`config.mk`:
```
export PLATFORM = sky130hd
export DESIGN_NAME = magnetometer_sampling_sequencer
export DESIGN_NICKNAME = d
export VERILOG_FILES = /design/src/sv/mss_pkg.sv /design/src/sv/mss_seq.sv /design/src/sv/mss_filt.sv /design/src/sv/magnetometer_sampling_sequencer.sv
export SDC_FILE = /design/constraint.sdc
export NUM_CORES = 2
export LEC_CHECK = 0
export ABC_AREA = 1
export BUFFER_PORTS_ARGS = -buffer_cell sky130_fd_sc_hd__buf_2
export CAP_MARGIN = 20
export CORE_ASPECT_RATIO = 0.6
export CORE_MARGIN = 2
export CORE_UTILIZATION = 55
export CTS_CLUSTER_DIAMETER = 150
export DETAILED_ROUTE_END_ITERATION = 10
export HOLD_SLACK_MARGIN = 0.05
export PLACE_DENSITY = 0.74
export SYNTH_ARGS = -nofsm -noshare
export SYNTH_HDL_FRONTEND = slang
export SYNTH_SLANG_ARGS = --single-unit
export TNS_END_PERCENT = 20
```
`constraint.sdc`:
```
create_clock -name clock -period 13.8 [get_ports clock]
set_input_delay 2.76 -clock clock [delete_from_list [all_inputs] [get_ports clock]]
set_output_delay 2.76 -clock clock [all_outputs]
set_load 0.1 [all_outputs]
```
`src/sv/mss_pkg.sv`:
```
`default_nettype none

package mss_pkg;

   localparam int SAMPLES_PER_AXIS = 10;
   localparam int NUM_AXES         = 3;
   localparam int SAMPLE_W         = 16;
   localparam int LIMIT_W          = 15;
   localparam int INDEX_W          = 4;   // sample index wraps modulo 16
   localparam int COEF_W           = 14;  // largest tap is 9922
   // sum of all taps is 63660 < 2^16, times 2^15 fits a 32-bit signed value
   localparam int ACC_W            = 32;
   localparam int FRAC_W           = 16;
   localparam logic [LIMIT_W-1:0] LIMIT_RESET = 15'd300;
   localparam logic [7:0]         REQUEST_BASE = 8'h20;

   typedef struct packed {
      logic                       we;
      logic [1:0]                 axis;
      logic [INDEX_W-1:0]         idx;
      logic signed [SAMPLE_W-1:0] value;
   } store_wr_type;

   typedef struct packed {
      logic [1:0] status;
      logic       send_request;
      logic [7:0] request_byte;
      logic       send_read;
   } seq_out_type;

   // Q0.16 smoothing taps, symmetric
   function automatic logic [COEF_W-1:0] tap_coef(input logic [INDEX_W-1:0] idx);
      logic [COEF_W-1:0] c;
      case (idx)
         4'd0, 4'd9: c = 14'd2444;
         4'd1, 4'd8: c = 14'd4188;
         4'd2, 4'd7: c = 14'd6586;
         4'd3, 4'd6: c = 14'd8690;
         4'd4, 4'd5: c = 14'd9922;
         default:    c = '0;
      endcase
      return c;
   endfunction

endpackage

`default_nettype wire

```
`src/sv/mss_seq.sv`:
```
`default_nettype none

module mss_seq #(
   parameter int SamplesPerAxis = mss_pkg::SAMPLES_PER_AXIS
) (
   input  wire logic                               clock,
   input  wire logic                               reset,
   input  wire logic                               fire,
   input  wire logic [1:0]                         mode,
   input  wire logic [1:0]                         axis,
   input  wire logic signed [mss_pkg::SAMPLE_W-1:0] sample,
   input  wire logic                               csr_we,
   input  wire logic [mss_pkg::LIMIT_W-1:0]        csr_wdata,
   output mss_pkg::seq_out_type                    seq_out,
   output mss_pkg::store_wr_type                   store_wr
);
   import mss_pkg::*;

   typedef enum logic [1:0] {
      PH_IDLE    = 2'd0,
      PH_SENDING = 2'd1,
      PH_WAITING = 2'd2,
      PH_READING = 2'd3
   } phase_type;

   typedef enum logic [1:0] {
      MODE_START     = 2'd0,
      MODE_REQ_DONE  = 2'd1,
      MODE_DATA_RDY  = 2'd2,
      MODE_READ_DONE = 2'd3
   } mode_type;

   phase_type          phase_ff, phase_in;
   logic [1:0]         axis_ff, axis_in;
   logic [INDEX_W-1:0] index_ff, index_in;
   logic [LIMIT_W-1:0] limit_ff;
   logic               send_req, send_rd, outlier;
   logic signed [SAMPLE_W:0] lim_pos, lim_neg, s_ext;
   logic [2:0]         axis_p1;

   assign s_ext   = {sample[SAMPLE_W-1], sample};
   assign lim_pos = {2'b00, limit_ff};
   assign lim_neg = -lim_pos;
   assign outlier = (s_ext > lim_pos) || (s_ext < lim_neg);

   always_comb begin
      phase_in = phase_ff;
      axis_in  = axis_ff;
      index_in = index_ff;
      send_req = 1'b0;
      send_rd  = 1'b0;
      store_wr.we    = 1'b0;
      store_wr.axis  = axis_ff;
      store_wr.idx   = index_ff;
      store_wr.value = sample;
      case (mode_type'(mode))
         MODE_START: begin
            if (phase_ff == PH_IDLE) begin
               axis_in  = axis;
               index_in = '0;
               phase_in = PH_SENDING;
               send_req = 1'b1;
            end
         end
         MODE_REQ_DONE: phase_in = PH_WAITING;
         MODE_DATA_RDY: begin
            phase_in = PH_READING;
            send_rd  = 1'b1;
         end
         MODE_READ_DONE: begin
            if (phase_ff == PH_READING) begin
               store_wr.we = fire && !outlier && (axis_ff < 2'(NUM_AXES))
                             && (32'(index_ff) < SamplesPerAxis);
               index_in = index_ff + INDEX_W'(1);
               if (32'(index_in) >= SamplesPerAxis) begin
                  phase_in = PH_IDLE;
               end else begin
                  phase_in = PH_SENDING;
                  send_req = 1'b1;
               end
            end
         end
         default: phase_in = phase_ff;
      endcase
   end

   assign axis_p1 = {1'b0, axis_in} + 3'd1;

   assign seq_out.status       = phase_in;
   assign seq_out.send_request = send_req;
   assign seq_out.request_byte = send_req ? (REQUEST_BASE | {5'b0, axis_p1}) : 8'h00;
   assign seq_out.send_read    = send_rd;

   always_ff @(posedge clock) begin
      if (reset) begin
         phase_ff <= PH_IDLE;
         axis_ff  <= '0;
         index_ff <= '0;
         limit_ff <= LIMIT_RESET;
      end else begin
         if (fire) begin
            phase_ff <= phase_in;
            axis_ff  <= axis_in;
            index_ff <= index_in;
         end
         if (csr_we) begin
            limit_ff <= csr_wdata;
         end
      end
   end

endmodule

`default_nettype wire

```
`src/sv/mss_filt.sv`:
```
`default_nettype none

module mss_filt #(
   parameter int SamplesPerAxis = mss_pkg::SAMPLES_PER_AXIS
) (
   input  wire logic                   clock,
   input  wire logic                   reset,
   input  wire mss_pkg::store_wr_type  store_wr,
   output logic signed [mss_pkg::SAMPLE_W-1:0] filtered [mss_pkg::NUM_AXES]
);
   import mss_pkg::*;

   localparam int IDX_W = $clog2(SamplesPerAxis);

   // sample store and one running weighted sum per axis; a write adds
   // tap * (new - old) to the sum of its axis
   logic signed [SAMPLE_W-1:0] store_ff [NUM_AXES][SamplesPerAxis];
   logic signed [ACC_W-1:0]    acc_ff [NUM_AXES];
   logic signed [ACC_W-1:0]    acc_in [NUM_AXES];
   logic signed [SAMPLE_W-1:0] old_value;
   logic signed [SAMPLE_W:0]   diff;
   logic signed [COEF_W:0]     coef;
   logic signed [ACC_W-1:0]    prod;
   logic signed [ACC_W-1:0]    biased [NUM_AXES];
   logic [IDX_W-1:0]           wr_idx;

   assign wr_idx    = store_wr.idx[IDX_W-1:0];
   assign old_value = store_wr.we ? store_ff[store_wr.axis][wr_idx] : '0;
   assign diff      = {store_wr.value[SAMPLE_W-1], store_wr.value}
                      - {old_value[SAMPLE_W-1], old_value};
   assign coef      = {1'b0, tap_coef(store_wr.idx)};
   assign prod      = ACC_W'(diff) * ACC_W'(coef);

   always_comb begin
      for (int a = 0; a < NUM_AXES; a++) begin
         acc_in[a] = acc_ff[a];
         if (store_wr.we && (store_wr.axis == 2'(a))) begin
            acc_in[a] = acc_ff[a] + prod;
         end
         // divide by 2^16 truncating toward zero
         biased[a] = acc_in[a] + (acc_in[a][ACC_W-1] ? ACC_W'((1 << FRAC_W) - 1) : '0);
         filtered[a] = biased[a][FRAC_W +: SAMPLE_W];
      end
   end

   always_ff @(posedge clock) begin
      if (reset) begin
         for (int a = 0; a < NUM_AXES; a++) begin
            acc_ff[a] <= '0;
            for (int i = 0; i < SamplesPerAxis; i++) begin
               store_ff[a][i] <= '0;
            end
         end
      end else begin
         for (int a = 0; a < NUM_AXES; a++) begin
            acc_ff[a] <= acc_in[a];
         end
         if (store_wr.we) begin
            store_ff[store_wr.axis][wr_idx] <= store_wr.value;
         end
      end
   end

endmodule

`default_nettype wire

```
`src/sv/magnetometer_sampling_sequencer.sv`:
```
`default_nettype none

// Channel   Dir  Ports            Payload (low bit first)
// req       in   req_t*           tuser: mode[1:0]; tdata: axis[1:0], sample[17:2]
// rsp       out  rsp_t*           tdata: status, send_request, request_byte,
//                                 send_read, filtered_x, filtered_y, filtered_z
// csr       in   csr_we/csr_wdata outlier_limit[14:0]
//
// One transfer in, one transfer out. An accepted event is held in the
// input register, is then applied (sequencer state, sample store, per-axis
// running filter sums) and lands in the output register. One event per
// cycle is sustained while rsp_tready is high; the output register stalls
// the input register only while rsp_tready is low and a result is pending.
// Synchronous reset clears the sequencer, the sample store, the filter sums
// and sets the outlier limit to 300; no clearing pass is needed.
module magnetometer_sampling_sequencer #(
   parameter int SamplesPerAxis = mss_pkg::SAMPLES_PER_AXIS
) (
   input  wire logic        clock,
   input  wire logic        reset,
   // request channel
   input  wire logic        req_tvalid,
   output logic             req_tready,
   input  wire logic [1:0]  req_tuser,   // mode[1:0]
   input  wire logic [23:0] req_tdata,   // axis[1:0], sample[17:2], zero pad
   // result channel
   output logic             rsp_tvalid,
   input  wire logic        rsp_tready,
   output logic [63:0]      rsp_tdata,   // status[1:0], send_request[2],
                                         // request_byte[10:3], send_read[11],
                                         // filtered_x[27:12], filtered_y[43:28],
                                         // filtered_z[59:44], zero pad
   // configuration
   input  wire logic        csr_we,
   input  wire logic [14:0] csr_wdata
);
   import mss_pkg::*;

   // input register
   logic                       in_valid_ff, in_valid_in;
   logic [1:0]                 mode_ff;
   logic [1:0]                 axis_ff;
   logic signed [SAMPLE_W-1:0] sample_ff;
   // output register
   logic                       out_valid_ff, out_valid_in;
   logic [63:0]                out_data_ff;

   logic                       fire;
   seq_out_type                seq_out;
   store_wr_type               store_wr;
   logic signed [SAMPLE_W-1:0] filtered [NUM_AXES];

   // the event in the input register is applied when the output slot frees
   assign fire        = in_valid_ff && (!out_valid_ff || rsp_tready);
   assign req_tready  = !in_valid_ff || fire;
   assign in_valid_in = (req_tvalid && req_tready) ? 1'b1 : (fire ? 1'b0 : in_valid_ff);
   assign out_valid_in = fire ? 1'b1 : (rsp_tready ? 1'b0 : out_valid_ff);

   mss_seq #(
      .SamplesPerAxis(SamplesPerAxis)
   ) u_seq (
      .clock     (clock),
      .reset     (reset),
      .fire      (fire),
      .mode      (mode_ff),
      .axis      (axis_ff),
      .sample    (sample_ff),
      .csr_we    (csr_we),
      .csr_wdata (csr_wdata),
      .seq_out   (seq_out),
      .store_wr  (store_wr)
   );

   // filter sums update only on a store write, which already carries fire
   mss_filt #(
      .SamplesPerAxis(SamplesPerAxis)
   ) u_filt (
      .clock    (clock),
      .reset    (reset),
      .store_wr (store_wr),
      .filtered (filtered)
   );

   always_ff @(posedge clock) begin
      if (reset) begin
         in_valid_ff  <= 1'b0;
         out_valid_ff <= 1'b0;
      end else begin
         in_valid_ff  <= in_valid_in;
         out_valid_ff <= out_valid_in;
      end
      if (req_tvalid && req_tready) begin
         mode_ff   <= req_tuser;
         axis_ff   <= req_tdata[1:0];
         sample_ff <= req_tdata[17:2];
      end
      if (fire) begin
         out_data_ff <= {4'b0000, filtered[2], filtered[1], filtered[0],
                         seq_out.send_read, seq_out.request_byte,
                         seq_out.send_request, seq_out.status};
      end
   end

   assign rsp_tvalid = out_valid_ff;
   assign rsp_tdata  = out_data_ff;

endmodule

`default_nettype wire

```
== Word-level counts from Yosys, hierarchy flattened ==
Memories as Yosys holds them, arrays and structs flattened. A register that Yosys moved wholly into a read port is not among the register bits.
Index checks and enable logic that the tools add are counted.

* Add/sub/neg operators: 10
* Multiply operators: 1
* $lt $le $gt $ge: 7
* Equality and inequality tests: 8
* Mux-type cells: 49
* Bitwise logic cells: 4
* Reductions and logical operators: 23

{| class="wikitable"
|+ Operators with widths
! kind !! number
|-
| 160-bit 2-to-1 mux || 3
|-
| 32-bit adder || 6
|-
| 32-bit 2-to-1 mux || 6
|-
| 160-bit OR reduction || 1
|-
| 16-bit 2-to-1 mux || 7
|-
| 16-bit binary-select mux with 4-bit select || 1
|-
| 16-bit demux with 4-bit select || 1
|-
| 17-bit by 15-bit multiplier with 32-bit output || 1
|-
| 16-bit by 17-bit < comparator with 1-bit output || 1
|-
| 15-bit negation with 17-bit output || 1
|-
| 16-bit by 16-bit subtractor with 17-bit output || 1
|-
| 16-bit > comparator || 1
|-
| 1-bit 2-to-1 mux || 16
|-
| 4-bit 2-to-1 mux || 4
|-
| 2-bit 2-to-1 mux || 7
|-
| 1-bit logical AND || 9
|-
| 2-bit equality test (second input constant) || 4
|-
| 2-bit case mux with 4 select lines || 1
|-
| 4-bit case mux with 2 select lines || 1
|-
| 2-bit zero test || 3
|-
| 6-bit 2-to-1 mux || 1
|-
| 2-bit nonzero test || 3
|-
| 5-bit >= comparator (second input constant) || 1
|-
| 5-bit by 1-bit < comparator with 1-bit output (second input constant) || 1
|-
| other kinds (13) || 21
|}

* Register bits: 105
* Memory bits (writable): 576
* Memory bits (read-only): 208
* Input port bits: 46
* Output and inout bits: 66
* Word-level logic and storage cells: 116
* Memories: 3

{| class="wikitable"
|+ Memory list
! memory !! words !! bits a word !! rd ports !! clocked after Yosys merged registers in !! write ports !! line !! source
|-
| u_filt.store_ff || 3 || 160 || 1 || 1 || 3 || mss_filt.sv:17 || <nowiki>logic signed [SAMPLE_W-1:0] store_ff [NUM_AXES][SamplesPerAxis];</nowiki>
|-
| (no name shown) || 16 || 13 || 1 || 1 || 0 || mss_pkg.sv:34 || <nowiki>case (idx)</nowiki>
|-
| u_filt.acc_ff || 3 || 32 || 3 || 0 || 3 || mss_filt.sv:18 || <nowiki>logic signed [ACC_W-1:0] acc_ff [NUM_AXES];</nowiki>
|}

== Longest topological paths before layout ==
* Depth in word-level cells: 16
* Gate-level depth with buffers: 95
* Mapped depth without buffers: 93

== Cells and area by module ==
Synthesis repeated with hierarchy kept, for this count alone.

* Cell total of the unflattened synthesis: 5996
* Area total of the unflattened synthesis: 53337.4 µm²

{| class="wikitable"
|+ Modules (own cells, without submodules)
! module !! times used !! cells each !! area an instance (µm²) !! sequential area each (µm²)
|-
| mss_filt || 1 || 5557 || 48449.0 || 21080.2
|-
| magnetometer_sampling_sequencer || 1 || 97 || 2527.4 || 2442.3
|-
| mss_seq || 1 || 342 || 2361.0 || 460.4
|}

== Worst setup path before layout ==
No wires, ideal clock.

* Kind: input port to flip-flop
* From: input port rsp_tready
* To: register out_data_ff[55] (netlist: rsp_tdata[55]), data pin
* Arrival: 13.898 ns
* Required time: 13.547 ns
* Slack: -0.352 ns
* Stages on the path: 66
* Path through: inv_1 nand2_1 nand2_1 a211oi_2 nand2_1 nor2_4 clkbuf_1 o2111ai_1 ha_1 a21oi_1 and2_1 o221ai_1 nand2_1 nand2_1 nand2_1 nand2_1 nand2_1 nand2_1 [... 30 more ...] nor3b_1 nand2_1 nand3_1 nand3b_1 nand3_1 nand2_1 nand2_1 buf_4 ha_1 a21oi_1 inv_1 a21oi_1 a21boi_0 o21ai_0 nand3_1 nand2_1 nand2_1 nand2_1

{| class="wikitable"
|+ RTL lines
! element !! line !! source
|-
| start, declared || magnetometer_sampling_sequencer.sv:28 || <nowiki>input wire logic rsp_tready,</nowiki>
|-
| end signal, assigned || magnetometer_sampling_sequencer.sv:98 || <nowiki>out_data_ff <= {4'b0000, filtered[2], filtered[1], filtered[0],</nowiki>
|-
| end, declared || magnetometer_sampling_sequencer.sv:46 || <nowiki>logic [63:0] out_data_ff;</nowiki>
|}

==> results.toml <==
[synth]
synth_area_per_cell_um2 = 8.80
ys_ff_latch = 847
synth-edff-count = 715
synth.most_common_cell = "nand2_1"
synth.distinct_cells = 61
synth_cells = 6140
synth.top_cell.area_share = 0.397
synthFlopType = "edfxtp_1"
async_flop_share = 0
ys_warn_count = 0
syn_area_um2 = 54100
synthTopCellsByArea = "edfxtp_1 40%, nand2_1 8.8%, fa_1 8.0%"
synth_top_cell_by_area = "edfxtp_1"
ys_seq_area_frac = 0.446
yosys-top-cells-count = "1266 x nand2_1, 875 x nor2_1, 723 x inv_1"

[floorplanning]
ioPinCount = 112
die_y_um = 247
die_w_um = 409
start_util = 0.552
row_count = 89
die-area_um2 = 101000
core_area_um2 = 97900

[sta]
finalSetupViolCount = 48
max_slew_margin = 0.0733
min_period_over_period = 1.02
skew_ps = 36.6
rsz0062_at_grt = "true"
fin_crit_ps = 14130
worstMarginPinSlew_ps = 1390
slew_violations = 0
hold_viol = 0
fin_ws_ps = -329
clock.fmax_mhz = 70.8

[worst_setup_path]
r2r_cells = 88
crit_buf_inv = 19
max_stage_delay_ps = 590
slowest_stage = "fa_1"
rrSetupSlack_ps = -330
reg2reg_from = "u_seq.limit_ff[0]"
critPathTopFamily = "simple AND/OR/NAND/NOR gates"
crit_fanout = 6
required_ps = 14250
arrival_ps = 14580
r2r-end = "rsp_tdata[21]"
crit_path_start_kind = "register"
crit_path_end_kind = "register"
cpMostUsedCell = "nand2_1"
critPathKind = "register to register"

[global_route]
antenna_found_initial = 2
grt.total_usage = 0.353
grt_first_pass_wirelength_um = 268000
overflow = 0
grt_max_degree = 70
grt_pass1_vias = 45000

[cells_and_area]
areaGrowthSynthToFinish_pct = 22.8
drive_above_1_share = 0.208
nets = 7508
final_cell_count_no_fill = 8367

[cts]
clockBufferDepth = 3
cts_tree = "yes"
clock_latency_ps = 700
cts.sinks = 847
clk_pin_slew_worst_paths_ps = 70
cts_made_buffers = 81
htree_levels = 3
cts-root-buf = "clkbuf_16"

[detailed_routing]
drc = 0
ant_nets = 0
wl_um = 182000
detail_route.vias_per_cell = 5.74
dr.first_iter.drc_count = 6801
first_pass_iters = 7
wl_per_cell_um = 21.8
vias = 48000

[hold_path]
hold_class = "register to register"
min_to = "u_filt.acc_ff[0][65]"
hold_depth = 2
min_from = "u_filt.acc_ff[0][65]"

[status]
violations = "setup timing"
status = "complete, but fails checks"

[placement]
place.gp.congestion = 0.990
dpl.hpwl_um = 131000
io_buffers = 97
place_inst = 8167

[run]
maxCapViolations = 0
cells by family after synthesis:
family | Yosys count | synth area share
fa+ha+maj | 482 | 0.141
simple gates | 2610 | 0.203
flops | 847 | 0.446
xor+xnor | 123 | 0.0199
other cells | 1 | 0.0000694
mux | 1 | 0.000185
compound gates | 1084 | 0.118
buf+inv | 992 | 0.0714
how the worst max path moves through the flow:
stage | to | start | cells after the start | slack [ps]
detailed placement | rsp_tdata[14] | rsp_tready | 67 | -1320
CTS | rsp_tdata[58] | u_seq.limit_ff[0] | 87 | -20
global placement | rsp_tdata[14] | rsp_tready | 67 | -1110
finish | rsp_tdata[21] | u_seq.limit_ff[0] | 88 | -330
floorplan | rsp_tdata[55] | rsp_tready | 66 | 60
global route | rsp_tdata[21] | u_seq.limit_ff[0] | 87 | -980
cell usage in the layout (no fill, tap or decap), types with 24 or more instances in the layout:
cell,netlist,routed
a32o_1,38,38
conb_1,1,168
buf_4,12,702
nand2_2,8,68
nor2_4,7,32
a21oi_2,0,37
clkbuf_16,0,83
nand3_1,186,164
nand2_1,1266,1188
ha_1,267,221
o211ai_1,30,30
nor2_2,96,127
xor2_1,66,63
fa_1,215,207
dfxtp_1,132,128
edfxtp_1,715,715
nor2_1,875,819
a22oi_1,57,56
a221oi_1,37,37
clkinv_1,12,24
buf_2,12,96
xnor2_1,57,53
a21oi_1,466,424
nand4_1,50,50
or2_2,39,37
o21ai_0,287,268
ha_4,0,46
inv_1,723,699
repair_timing:
| action | 4_1_cts | 5_1_grt |
|---|---|---|
| pin swaps | 47 | 128 |
| gates cloned | 0 | 3 |
| resized for setup | 130 | 303 |
| setup endpoints to repair | 49 | 62 |
| setup buffers | 18 | 21 |
| hold buffers | 0 | 0 |
flip-flops by register name, summed over array words and instances, names as in the netlist, named ones only:
register,count
sample_ff,16
u_filt.coef,12
u_filt.acc_ff,93
u_filt.store_ff,640
axis_ff,2
u_seq.limit_ff,15
rsp_tvalid,1
rsp_tdata,55
u_seq.phase_ff,2
u_seq.axis_ff,2
u_seq.index_ff,4
in_valid_ff,1
mode_ff,2
worst register-to-register path, delay by kind of cell, from the launching register on:
family                   cells  cell delay (ps)
adder cells (fa/ha/maj)     11             4610
AO/OA/AOI/OAI               10             1250
AND/OR/NAND/NOR             46             5470
XOR/XNOR                     2              430
buffers and inverters       19             1830
flip-flops                   1              340
layout make-up:
cell class / instances / area, um2
Clock buffer: 97 / 2100
Multi-Input combinational cell: 4468 / 28500
Inverter: 739 / 2800
Timing Repair Buffer: 843 / 6510
Antenna cell: 3 / 7.51
Fill cell: 7656 / 31500
Sequential cell: 847 / 24100
Clock inverter: 51 / 633
Tap cell: 1319 / 1650
layer usage:
metal | part of all wire | track usage
met4 | 0.029 | 0.0900
met2 | 0.38 | 0.463
met3 | 0.16 | 0.141
met1 | 0.43 | 0.533
met5 | 0.00047 | 0.00431
through the flow:
stage / instance area [um2] / util / hold slack (ps) / setup slack, ps / setup TNS [ps]
final: 66400 / 0.678 / 497 / -329 / -9840
after global routing: 66400 / 0.678 / 522 / -980 / -40820
after CTS: 64700 / 0.661 / 496 / -16.2 / -22.2
after detailed placement: 61200 / 0.626 / 487 / -1320 / -58550
after global placement: 61200 / 0.626 / 480 / -1110 / -48990
after floorplan: 54700 / - / 466 / 55.3 / 0
Power is not shown: default switching activity piles up to over one toggle a cycle in this logic, so the estimate is an artifact.
